`src/design/ssm_pkg.sv`:
```
// Shared types, constants and helpers for the subject similarity matcher.
package ssm_pkg;

   // String geometry
   localparam int REF_SLOTS = 32;
   localparam int MAX_CHARS = 32;
   localparam int CHAR_W    = 8;
   localparam int COST_W    = 6;
   localparam int WORD_W    = 64;
   localparam int CSR_IDX_W = 3;

   // Register indexes on the csr port
   localparam logic [CSR_IDX_W-1:0] CSR_REF_WORD_0 = 3'd0;
   localparam logic [CSR_IDX_W-1:0] CSR_REF_WORD_1 = 3'd1;
   localparam logic [CSR_IDX_W-1:0] CSR_REF_WORD_2 = 3'd2;
   localparam logic [CSR_IDX_W-1:0] CSR_REF_WORD_3 = 3'd3;
   localparam logic [CSR_IDX_W-1:0] CSR_REF_LENGTH = 3'd4;

   // Input item
   typedef struct packed {
      logic [CHAR_W-1:0] ch;
      logic              has_char;
      logic              last;
   } req_type;

   // Result item
   typedef struct packed {
      logic              match;
      logic              by_distance;
      logic              contained;
      logic [COST_W-1:0] distance;
   } rsp_type;

   // Token handed from cell to cell, one per accepted item
   typedef struct packed {
      logic              vld;        // slot carries an item
      logic              take;       // item carries a counted character
      logic [CHAR_W-1:0] ch;         // folded character
      logic              last;       // final item of the candidate
      logic [COST_W-1:0] left;       // new cost of the previous cell
      logic              contained;  // containment verdict, on last only
      logic [COST_W-1:0] rl;         // effective reference length
      logic [COST_W-1:0] edit_cost;  // distance, filled in by cell rl (by the input stage if rl is 0)
   } tok_type;

   typedef logic [REF_SLOTS-1:0][CHAR_W-1:0] ref_chars_type;

   // ASCII upper to lower case
   function automatic logic [CHAR_W-1:0] fold(input logic [CHAR_W-1:0] c);
      if (c >= 8'h41 && c <= 8'h5A) begin
         return c + 8'h20;
      end
      return c;
   endfunction

endpackage

```
`src/design/ssm_head.sv`:
```
// Input stage: candidate count, containment bit vectors and token launch.
module ssm_head
   import ssm_pkg::*;
(
   input  logic                  clock,
   input  logic                  reset,
   input  logic                  adv,
   input  logic                  req_valid,
   input  req_type               req_data,
   input  ref_chars_type         ref_chars,
   input  logic [COST_W-1:0]     rl,
   output tok_type               tok_o
);

   logic [COST_W-1:0]    cnt_ff, cnt_in;
   logic [REF_SLOTS-1:0] ric_ff, ric_in;
   logic                 seen_ff, seen_in;
   logic [REF_SLOTS:0]   cir_ff, cir_in;
   tok_type              tok_ff, tok_in;

   logic                 acc;
   logic                 take;
   logic [CHAR_W-1:0]    c;
   logic [REF_SLOTS-1:0] eq;
   logic                 cir_hit;
   logic                 contained;

   assign acc = req_valid && adv;
   assign c   = fold(req_data.ch);
   assign take = req_data.has_char && (cnt_ff < COST_W'(MAX_CHARS));

   // One comparator per reference position
   always_comb begin
      for (int j = 0; j < REF_SLOTS; j++) begin
         eq[j] = (ref_chars[j] == c);
      end
   end

   // Shift-and updates for both directions of containment
   always_comb begin
      cnt_in  = cnt_ff;
      ric_in  = ric_ff;
      seen_in = seen_ff;
      cir_in  = cir_ff;
      if (take) begin
         cnt_in = cnt_ff + 1'b1;
         ric_in = ((ric_ff << 1) | REF_SLOTS'(1)) & eq;
         cir_in = (cir_ff << 1) & {eq, 1'b0};
         if (rl != '0 && ric_in[rl[4:0] - 1'b1]) begin
            seen_in = 1'b1;
         end
      end
   end

   // Candidate prefix ends somewhere in positions 0..rl
   always_comb begin
      cir_hit = 1'b0;
      for (int p = 0; p <= REF_SLOTS; p++) begin
         if (p <= int'(rl) && cir_in[p]) begin
            cir_hit = 1'b1;
         end
      end
      contained = (rl == '0) || seen_in || cir_hit;
   end

   // Token into the cell chain
   always_comb begin
      tok_in           = tok_ff;
      tok_in.vld       = acc;
      tok_in.take      = take;
      tok_in.ch        = c;
      tok_in.last      = req_data.last;
      tok_in.left      = cnt_in;
      tok_in.contained = contained;
      tok_in.rl        = rl;
      tok_in.edit_cost = cnt_in;
   end

   always_ff @(posedge clock) begin
      if (reset) begin
         cnt_ff     <= '0;
         ric_ff     <= '0;
         seen_ff    <= 1'b0;
         cir_ff     <= '1;
         tok_ff.vld <= 1'b0;
      end else begin
         if (adv) begin
            tok_ff <= tok_in;
         end
         if (acc) begin
            if (req_data.last) begin
               cnt_ff  <= '0;
               ric_ff  <= '0;
               seen_ff <= 1'b0;
               cir_ff  <= '1;
            end else begin
               cnt_ff  <= cnt_in;
               ric_ff  <= ric_in;
               seen_ff <= seen_in;
               cir_ff  <= cir_in;
            end
         end
      end
   end

   assign tok_o = tok_ff;

endmodule

```
`src/design/ssm_cell.sv`:
```
// One edit-cost cell: holds the cost for a single reference position.
module ssm_cell
   import ssm_pkg::*;
(
   input  logic              clock,
   input  logic              reset,
   input  logic              adv,
   input  logic [COST_W-1:0] idx,
   input  logic [CHAR_W-1:0] ref_ch,
   input  tok_type           tok_i,
   output tok_type           tok_o
);

   logic [COST_W-1:0] cost_ff, cost_in;
   logic [COST_W-1:0] diag_ff, diag_in;
   tok_type           tok_ff, tok_in;

   logic [COST_W-1:0] sub;
   logic [COST_W-1:0] best;

   // min of insert, delete and substitute
   always_comb begin
      sub  = diag_ff + COST_W'(tok_i.ch != ref_ch);
      best = cost_ff + 1'b1;
      if (tok_i.left + 1'b1 < best) begin
         best = tok_i.left + 1'b1;
      end
      if (sub < best) begin
         best = sub;
      end
   end

   // Next cell state and outgoing token
   always_comb begin
      cost_in     = cost_ff;
      diag_in     = diag_ff;
      tok_in      = tok_i;
      tok_in.left = cost_ff;
      if (tok_i.vld && tok_i.take) begin
         cost_in     = best;
         diag_in     = tok_i.left;
         tok_in.left = best;
      end
      if (tok_i.vld && tok_i.last) begin
         if (tok_i.rl == idx) begin
            tok_in.edit_cost = cost_in;
         end
         cost_in = idx;
         diag_in = idx - 1'b1;
      end
   end

   always_ff @(posedge clock) begin
      if (reset) begin
         cost_ff    <= idx;
         diag_ff    <= idx - 1'b1;
         tok_ff.vld <= 1'b0;
      end else if (adv) begin
         cost_ff <= cost_in;
         diag_ff <= diag_in;
         tok_ff  <= tok_in;
      end
   end

   assign tok_o = tok_ff;

endmodule

```
`src/design/subject_similarity_match.sv`:
```
// Top level: registers, input stage, chain of edit-cost cells, result register.
//
//   channel | direction | handshake             | payload
//   req     | in        | req_valid / req_ready | req_data (req_type)
//   rsp     | out       | rsp_valid / rsp_ready | rsp_data (rsp_type)
//   csr     | in        | csr_write_en          | csr_index, csr_wdata
//
// One item is taken per cycle while the result register is free or being drained.
// Each item passes the input stage and one cell per reference position; a result
// is registered once its last item has passed the input-stage register and the
// 32 cell registers of the chain.
// A stalled result register freezes the whole chain and drops req_ready.
// Synchronous reset clears the configuration and valid bits and returns every cell to its start cost.
module subject_similarity_match
   import ssm_pkg::*;
(
   input  logic                 clock,
   input  logic                 reset,
   input  logic                 req_valid,
   output logic                 req_ready,
   input  req_type              req_data,
   output logic                 rsp_valid,
   input  logic                 rsp_ready,
   output rsp_type              rsp_data,
   input  logic                 csr_write_en,
   input  logic [CSR_IDX_W-1:0] csr_index,
   input  logic [WORD_W-1:0]    csr_wdata
);

   logic [3:0][WORD_W-1:0] ref_word_ff;
   logic [COST_W-1:0]      ref_length_ff;
   logic                   rsp_valid_ff, rsp_valid_in;
   rsp_type                rsp_data_ff, rsp_data_in;

   ref_chars_type          ref_chars;
   logic [COST_W-1:0]      rl;
   logic                   adv;
   tok_type                tok_chain [0:REF_SLOTS];
   tok_type                tok_end;

   // Configuration writes
   always_ff @(posedge clock) begin
      if (reset) begin
         ref_word_ff   <= '0;
         ref_length_ff <= '0;
      end else if (csr_write_en) begin
         unique case (csr_index) inside
            CSR_REF_WORD_0, CSR_REF_WORD_1, CSR_REF_WORD_2, CSR_REF_WORD_3: begin
               ref_word_ff[csr_index[1:0]] <= csr_wdata;
            end
            CSR_REF_LENGTH: begin
               ref_length_ff <= csr_wdata[COST_W-1:0];
            end
            default: begin
            end
         endcase
      end
   end

   // Folded reference characters and saturated length
   always_comb begin
      for (int j = 0; j < REF_SLOTS; j++) begin
         ref_chars[j] = fold(ref_word_ff[j / 8][(j % 8) * CHAR_W +: CHAR_W]);
      end
   end

   assign rl  = (ref_length_ff > COST_W'(REF_SLOTS)) ? COST_W'(REF_SLOTS) : ref_length_ff;
   assign adv = !rsp_valid_ff || rsp_ready;
   assign req_ready = adv;

   ssm_head u_head (
      .clock     (clock),
      .reset     (reset),
      .adv       (adv),
      .req_valid (req_valid),
      .req_data  (req_data),
      .ref_chars (ref_chars),
      .rl        (rl),
      .tok_o     (tok_chain[0])
   );

   // One cell per reference position
   for (genvar k = 1; k <= REF_SLOTS; k++) begin : g_cell
      ssm_cell u_cell (
         .clock  (clock),
         .reset  (reset),
         .adv    (adv),
         .idx    (COST_W'(k)),
         .ref_ch (ref_chars[k-1]),
         .tok_i  (tok_chain[k-1]),
         .tok_o  (tok_chain[k])
      );
   end

   assign tok_end = tok_chain[REF_SLOTS];

   // Result register
   always_comb begin
      rsp_valid_in = rsp_valid_ff;
      rsp_data_in  = rsp_data_ff;
      if (adv) begin
         rsp_valid_in          = tok_end.vld && tok_end.last;
         rsp_data_in.contained = tok_end.contained;
         rsp_data_in.distance  = tok_end.edit_cost;
         rsp_data_in.match     = tok_end.contained ||
                                 (tok_end.edit_cost <= {1'b0, tok_end.rl[COST_W-1:1]});
         rsp_data_in.by_distance = rsp_data_in.match && !tok_end.contained;
      end
   end

   always_ff @(posedge clock) begin
      if (reset) begin
         rsp_valid_ff <= 1'b0;
      end else begin
         rsp_valid_ff <= rsp_valid_in;
      end
      rsp_data_ff <= rsp_data_in;
   end

   assign rsp_valid = rsp_valid_ff;
   assign rsp_data  = rsp_data_ff;

endmodule

```
`config.mk`:
```
export PLATFORM = sky130hd
export DESIGN_NAME = subject_similarity_match
export DESIGN_NICKNAME = d
export VERILOG_FILES = /design/src/design/ssm_pkg.sv /design/src/design/ssm_head.sv /design/src/design/ssm_cell.sv /design/src/design/subject_similarity_match.sv
export SDC_FILE = /design/constraint.sdc
export NUM_CORES = 2
export LEC_CHECK = 0
export BUFFER_PORTS_ARGS = -buffer_cell sky130_fd_sc_hd__buf_2
export CELL_PAD_IN_SITES_DETAIL_PLACEMENT = 0
export CELL_PAD_IN_SITES_GLOBAL_PLACEMENT = 2
export CORE_MARGIN = 5
export CORE_UTILIZATION = 46
export DETAILED_ROUTE_END_ITERATION = 7
export MAX_ROUTING_LAYER = met4
export PLACE_DENSITY = 0.82
export SYNTH_ARGS = -nofsm -noshare
export SYNTH_HDL_FRONTEND = slang
export SYNTH_SLANG_ARGS = --single-unit
```
`constraint.sdc`:
```
create_clock -name clock -period 67.2 [get_ports clock]
set_clock_uncertainty 0.05 [all_clocks]
set_input_delay 10.08 -clock clock [delete_from_list [all_inputs] [get_ports clock]]
set_output_delay 10.08 -clock clock [all_outputs]
set_load 0.05 [all_outputs]
```
==> run_results.csv <==
group,metric,value,unit
drt,dr.pass1.iters,6,
cells_and_area,final_common_cell,"nand2_1",
pwr,peakVddDrop,0.0283,mV
pwr,p_switching,583,uW
worst_setup_path,start_kind,"input pin",
synth,yosysWarnings,0,
placed_design,port_buffers,92,
sta,tns,0,ps
placed_design,gp_congestion,0.906,
cts,clockBufferDepth,3,
synth,synthArstFlopShare,0,%
floorplan,rows,164,
sta,relSlewSlack,13.2,%
floorplan,start_util,46.1,%
synth,synth_top_area_cell,"edfxtp_1",
synth,synth_area_leaders,"edfxtp_1, dfxtp_1, ha_1",
floorplan,die_x,457,um
sta,setup_viol,0,
synth,avgSynthCellArea,9.88,um2
cells_and_area,layout-drive-gt1-share,8.27,%
outcome,status,"complete, no violations",
pwr,switching_share,24.5,%
cells_and_area,num-nets-final,9887,
cts,cts_resized,0,
synth,synth_edf_count,944,
global_routing,grt_pass1_vias,68500,
cts,root_buffer,"clkbuf_16",
cts,cts_setup_buffers,0,
placed_design,hpwl,195000,um
synth,synth_area,91900,um2
worst_setup_path,worstReg2RegStart,"ref_word_ff[45]",
floorplan,die-area,209000,um2
pwr,internal_power,1800,uW
sta,slew_viol_final,0,
synth,synth_fp_nets,9878,
synth,ys_seq_area_share,47.2,%
worst_hold_path,holdPathStages,0,
global_routing,grt_pass1_wl,416000,um
worst_setup_path,end_kind,"output pin",
global_routing,grt_antenna_before_repair,11,
global_routing,grt_max_degree,187,
placed_design,pre_cts_ws,45770,ps
synth,ys_ff_latch,1695,
drt,drtIter0Drc,5316,
cts,cts_hold_buf,0,
sta,max_freq,46.7,MHz
worst_hold_path,holdCritStartpoint,"g_cell[2].u_cell.tok_o[12]",
drt,drc_errors,0,
floorplan,chipHeight,457,um
drt,vias,70400,
floorplan,core-area,199000,um2
worst_setup_path,worstPathRequired,57070,ps
pwr,p_leak,0.0384,uW
drt,via_per_inst,5.80,
run,drv_cap,0,
worst_setup_path,crit_path_max_fanout,55,
sta,min_period_over_period,31.9,%
global_routing,grt_use_total,26.1,%
sta,finalWorstSetupSlack,45800,ps
cts,numCtsBuffers,188,
pwr,power_density,23.5,nW/um2
worst_setup_path,r2r_cells,18,
pwr,clkPwrFrac,43.4,%
worst_hold_path,hold_path_end,"g_cell[3].u_cell.tok_o[12]",
drt,wl_per_cell,22.5,um
sta,tightest_slew,1300,ps
sta,rsz0062_at_grt,"no",
synth,ys.flop_type,"edfxtp_1",
cts,cts_tree,"yes",
floorplan,io-pin-count,93,
drt,ant_nets,0,
global_routing,grt-ovfl-total,0,
cells_and_area,area_delta_synth_final,10.1,%
cells_and_area,layout_common_cells,"nand2_1, edfxtp_1, dfxtp_1",
worst_setup_path,reg2reg_to,"g_cell[6].u_cell.tok_o[3]",
worst_setup_path,crit_type,"in -> out",
pwr,comb_power_share,7.7,%
drt,wirelength,273000,um
sta,min_period,21400,ps
cts,clk_pin_slew_worst_paths,60,ps
worst_setup_path,r2r_setup_slack,60990,ps
synth,synthCells,9305,
cts,htree_levels,4,
synth,synth_top_cell_area_share,30.8,%
pwr,seq_power_share,48.8,%
cts,cts_num_sinks,1695,
sta,hold_viol_final,0,
synth,ys_types,100,
worst_setup_path,cp.arrival,11270,ps
worst_hold_path,hp-class,"reg -> reg",
cts,insertion_delay,830,ps
==> stage by stage <==
step	hold slack (ps)	cells	power [uW]	cell area (um2)	util [%]
2_1_floorplan	350	9305	1330	91900	-
3_3_place_gp	353	11800	1360	95000	47.7
3_5_place_dp	355	11800	1370	95000	47.7
4_1_cts	369	12100	2400	101000	50.8
5_1_grt	372	12100	2470	101000	50.8
6_report	362	12100	2380	101000	50.8
==> worst max-delay path by stage <==
stage / from / to / slack, ps / cells past startpoint
2_1_floorplan: rsp_ready / g_cell[26].u_cell.cost_ff[0] / 26110 / 8
3_5_place_dp: rsp_ready / req_ready / 45770 / 5
4_1_cts: rsp_ready / req_ready / 45770 / 5
5_1_grt: rsp_ready / req_ready / 45740 / 5
6_report: rsp_ready / req_ready / 45800 / 5
3_3_place_gp: rsp_ready / req_ready / 45790 / 5
==> synth_stat cells, types with 62 or more instances <==
master	n
a21o_1	213
nor3_1	218
o211ai_1	64
clkbuf_1	297
ha_1	491
xor2_1	458
dfxtp_1	751
nor2_1	581
o21ai_0	350
a22oi_1	84
mux2i_1	112
mux2_2	196
a211oi_1	102
and2_1	84
a21oi_1	589
nor4_1	62
nand2_1	1206
edfxtp_1	944
o22ai_1	66
nand3_1	452
xnor2_1	424
inv_1	333
a31oi_1	98
and3_1	75
nand2b_1	97
==> layer usage <==
metal  track usage (%)  wire, um  vias to the layer above
li1                  -         -                    34000
met1              34.3    123000                    34200
met2              42.7    130000                     1806
met3              2.93     12300                      436
met4              7.69      8520                        0
met5                 -         0                        -
==> registers in the layout (all words and copies together), names as in the netlist <==
| register | cells |
|---|---|
| u_head.ric_ff | 31 |
| u_head.cir_ff | 33 |
| ref_word_ff | 256 |
| g_cell.u_cell.diag_ff | 192 |
| u_head.seen_ff | 1 |
| u_head.tok_o | 24 |
| rsp_data | 9 |
| u_head.cnt_ff | 6 |
| ref_length_ff | 6 |
| g_cell.u_cell.tok_o | 944 |
| rsp_valid | 1 |
| g_cell.u_cell.cost_ff | 192 |
==> final cells by class <==
| class | instances | area, um2 |
|---|---|---|
| fill | 18100 | 98100 |
| multi-input combinational | 6921 | 45900 |
| sequential | 1695 | 43400 |
| clock buffer | 252 | 5120 |
| tap | 2656 | 3320 |
| inverter | 336 | 1280 |
| timing repair buffer | 172 | 1110 |
| clock inverter | 104 | 1050 |
| antenna | 3 | 7.51 |
==> power by group through the flow <==
stage / sequential (uW) / combinational, uW / clock, uW
floorplan: 1200 / 129 / 0
global placement: 1180 / 179 / 0
detailed placement: 1180 / 182 / 0
CTS: 1160 / 183 / 1060
global route: 1160 / 201 / 1100
finish: 1160 / 184 / 1030
==> cells by family after synthesis <==
family                     Yosys count  synth area share (%)
xor gates and xnor gates           882                  8.41
AOI/OAI and AO/OA                 2130                  15.4
buffers and inverters              689                  2.91
adders and majority gates          492                  6.70
and+or+nand+nor                   3108                  15.8
muxes                              309                  3.65
DFF                               1695                  47.2
==> critical path, cell delays in order <==
cell and delay, ps:
buf_2 110, nor2b_4 50, buf_4 200, inv_6 420
buf_2 370
Power figures use the tool's default switching activity.
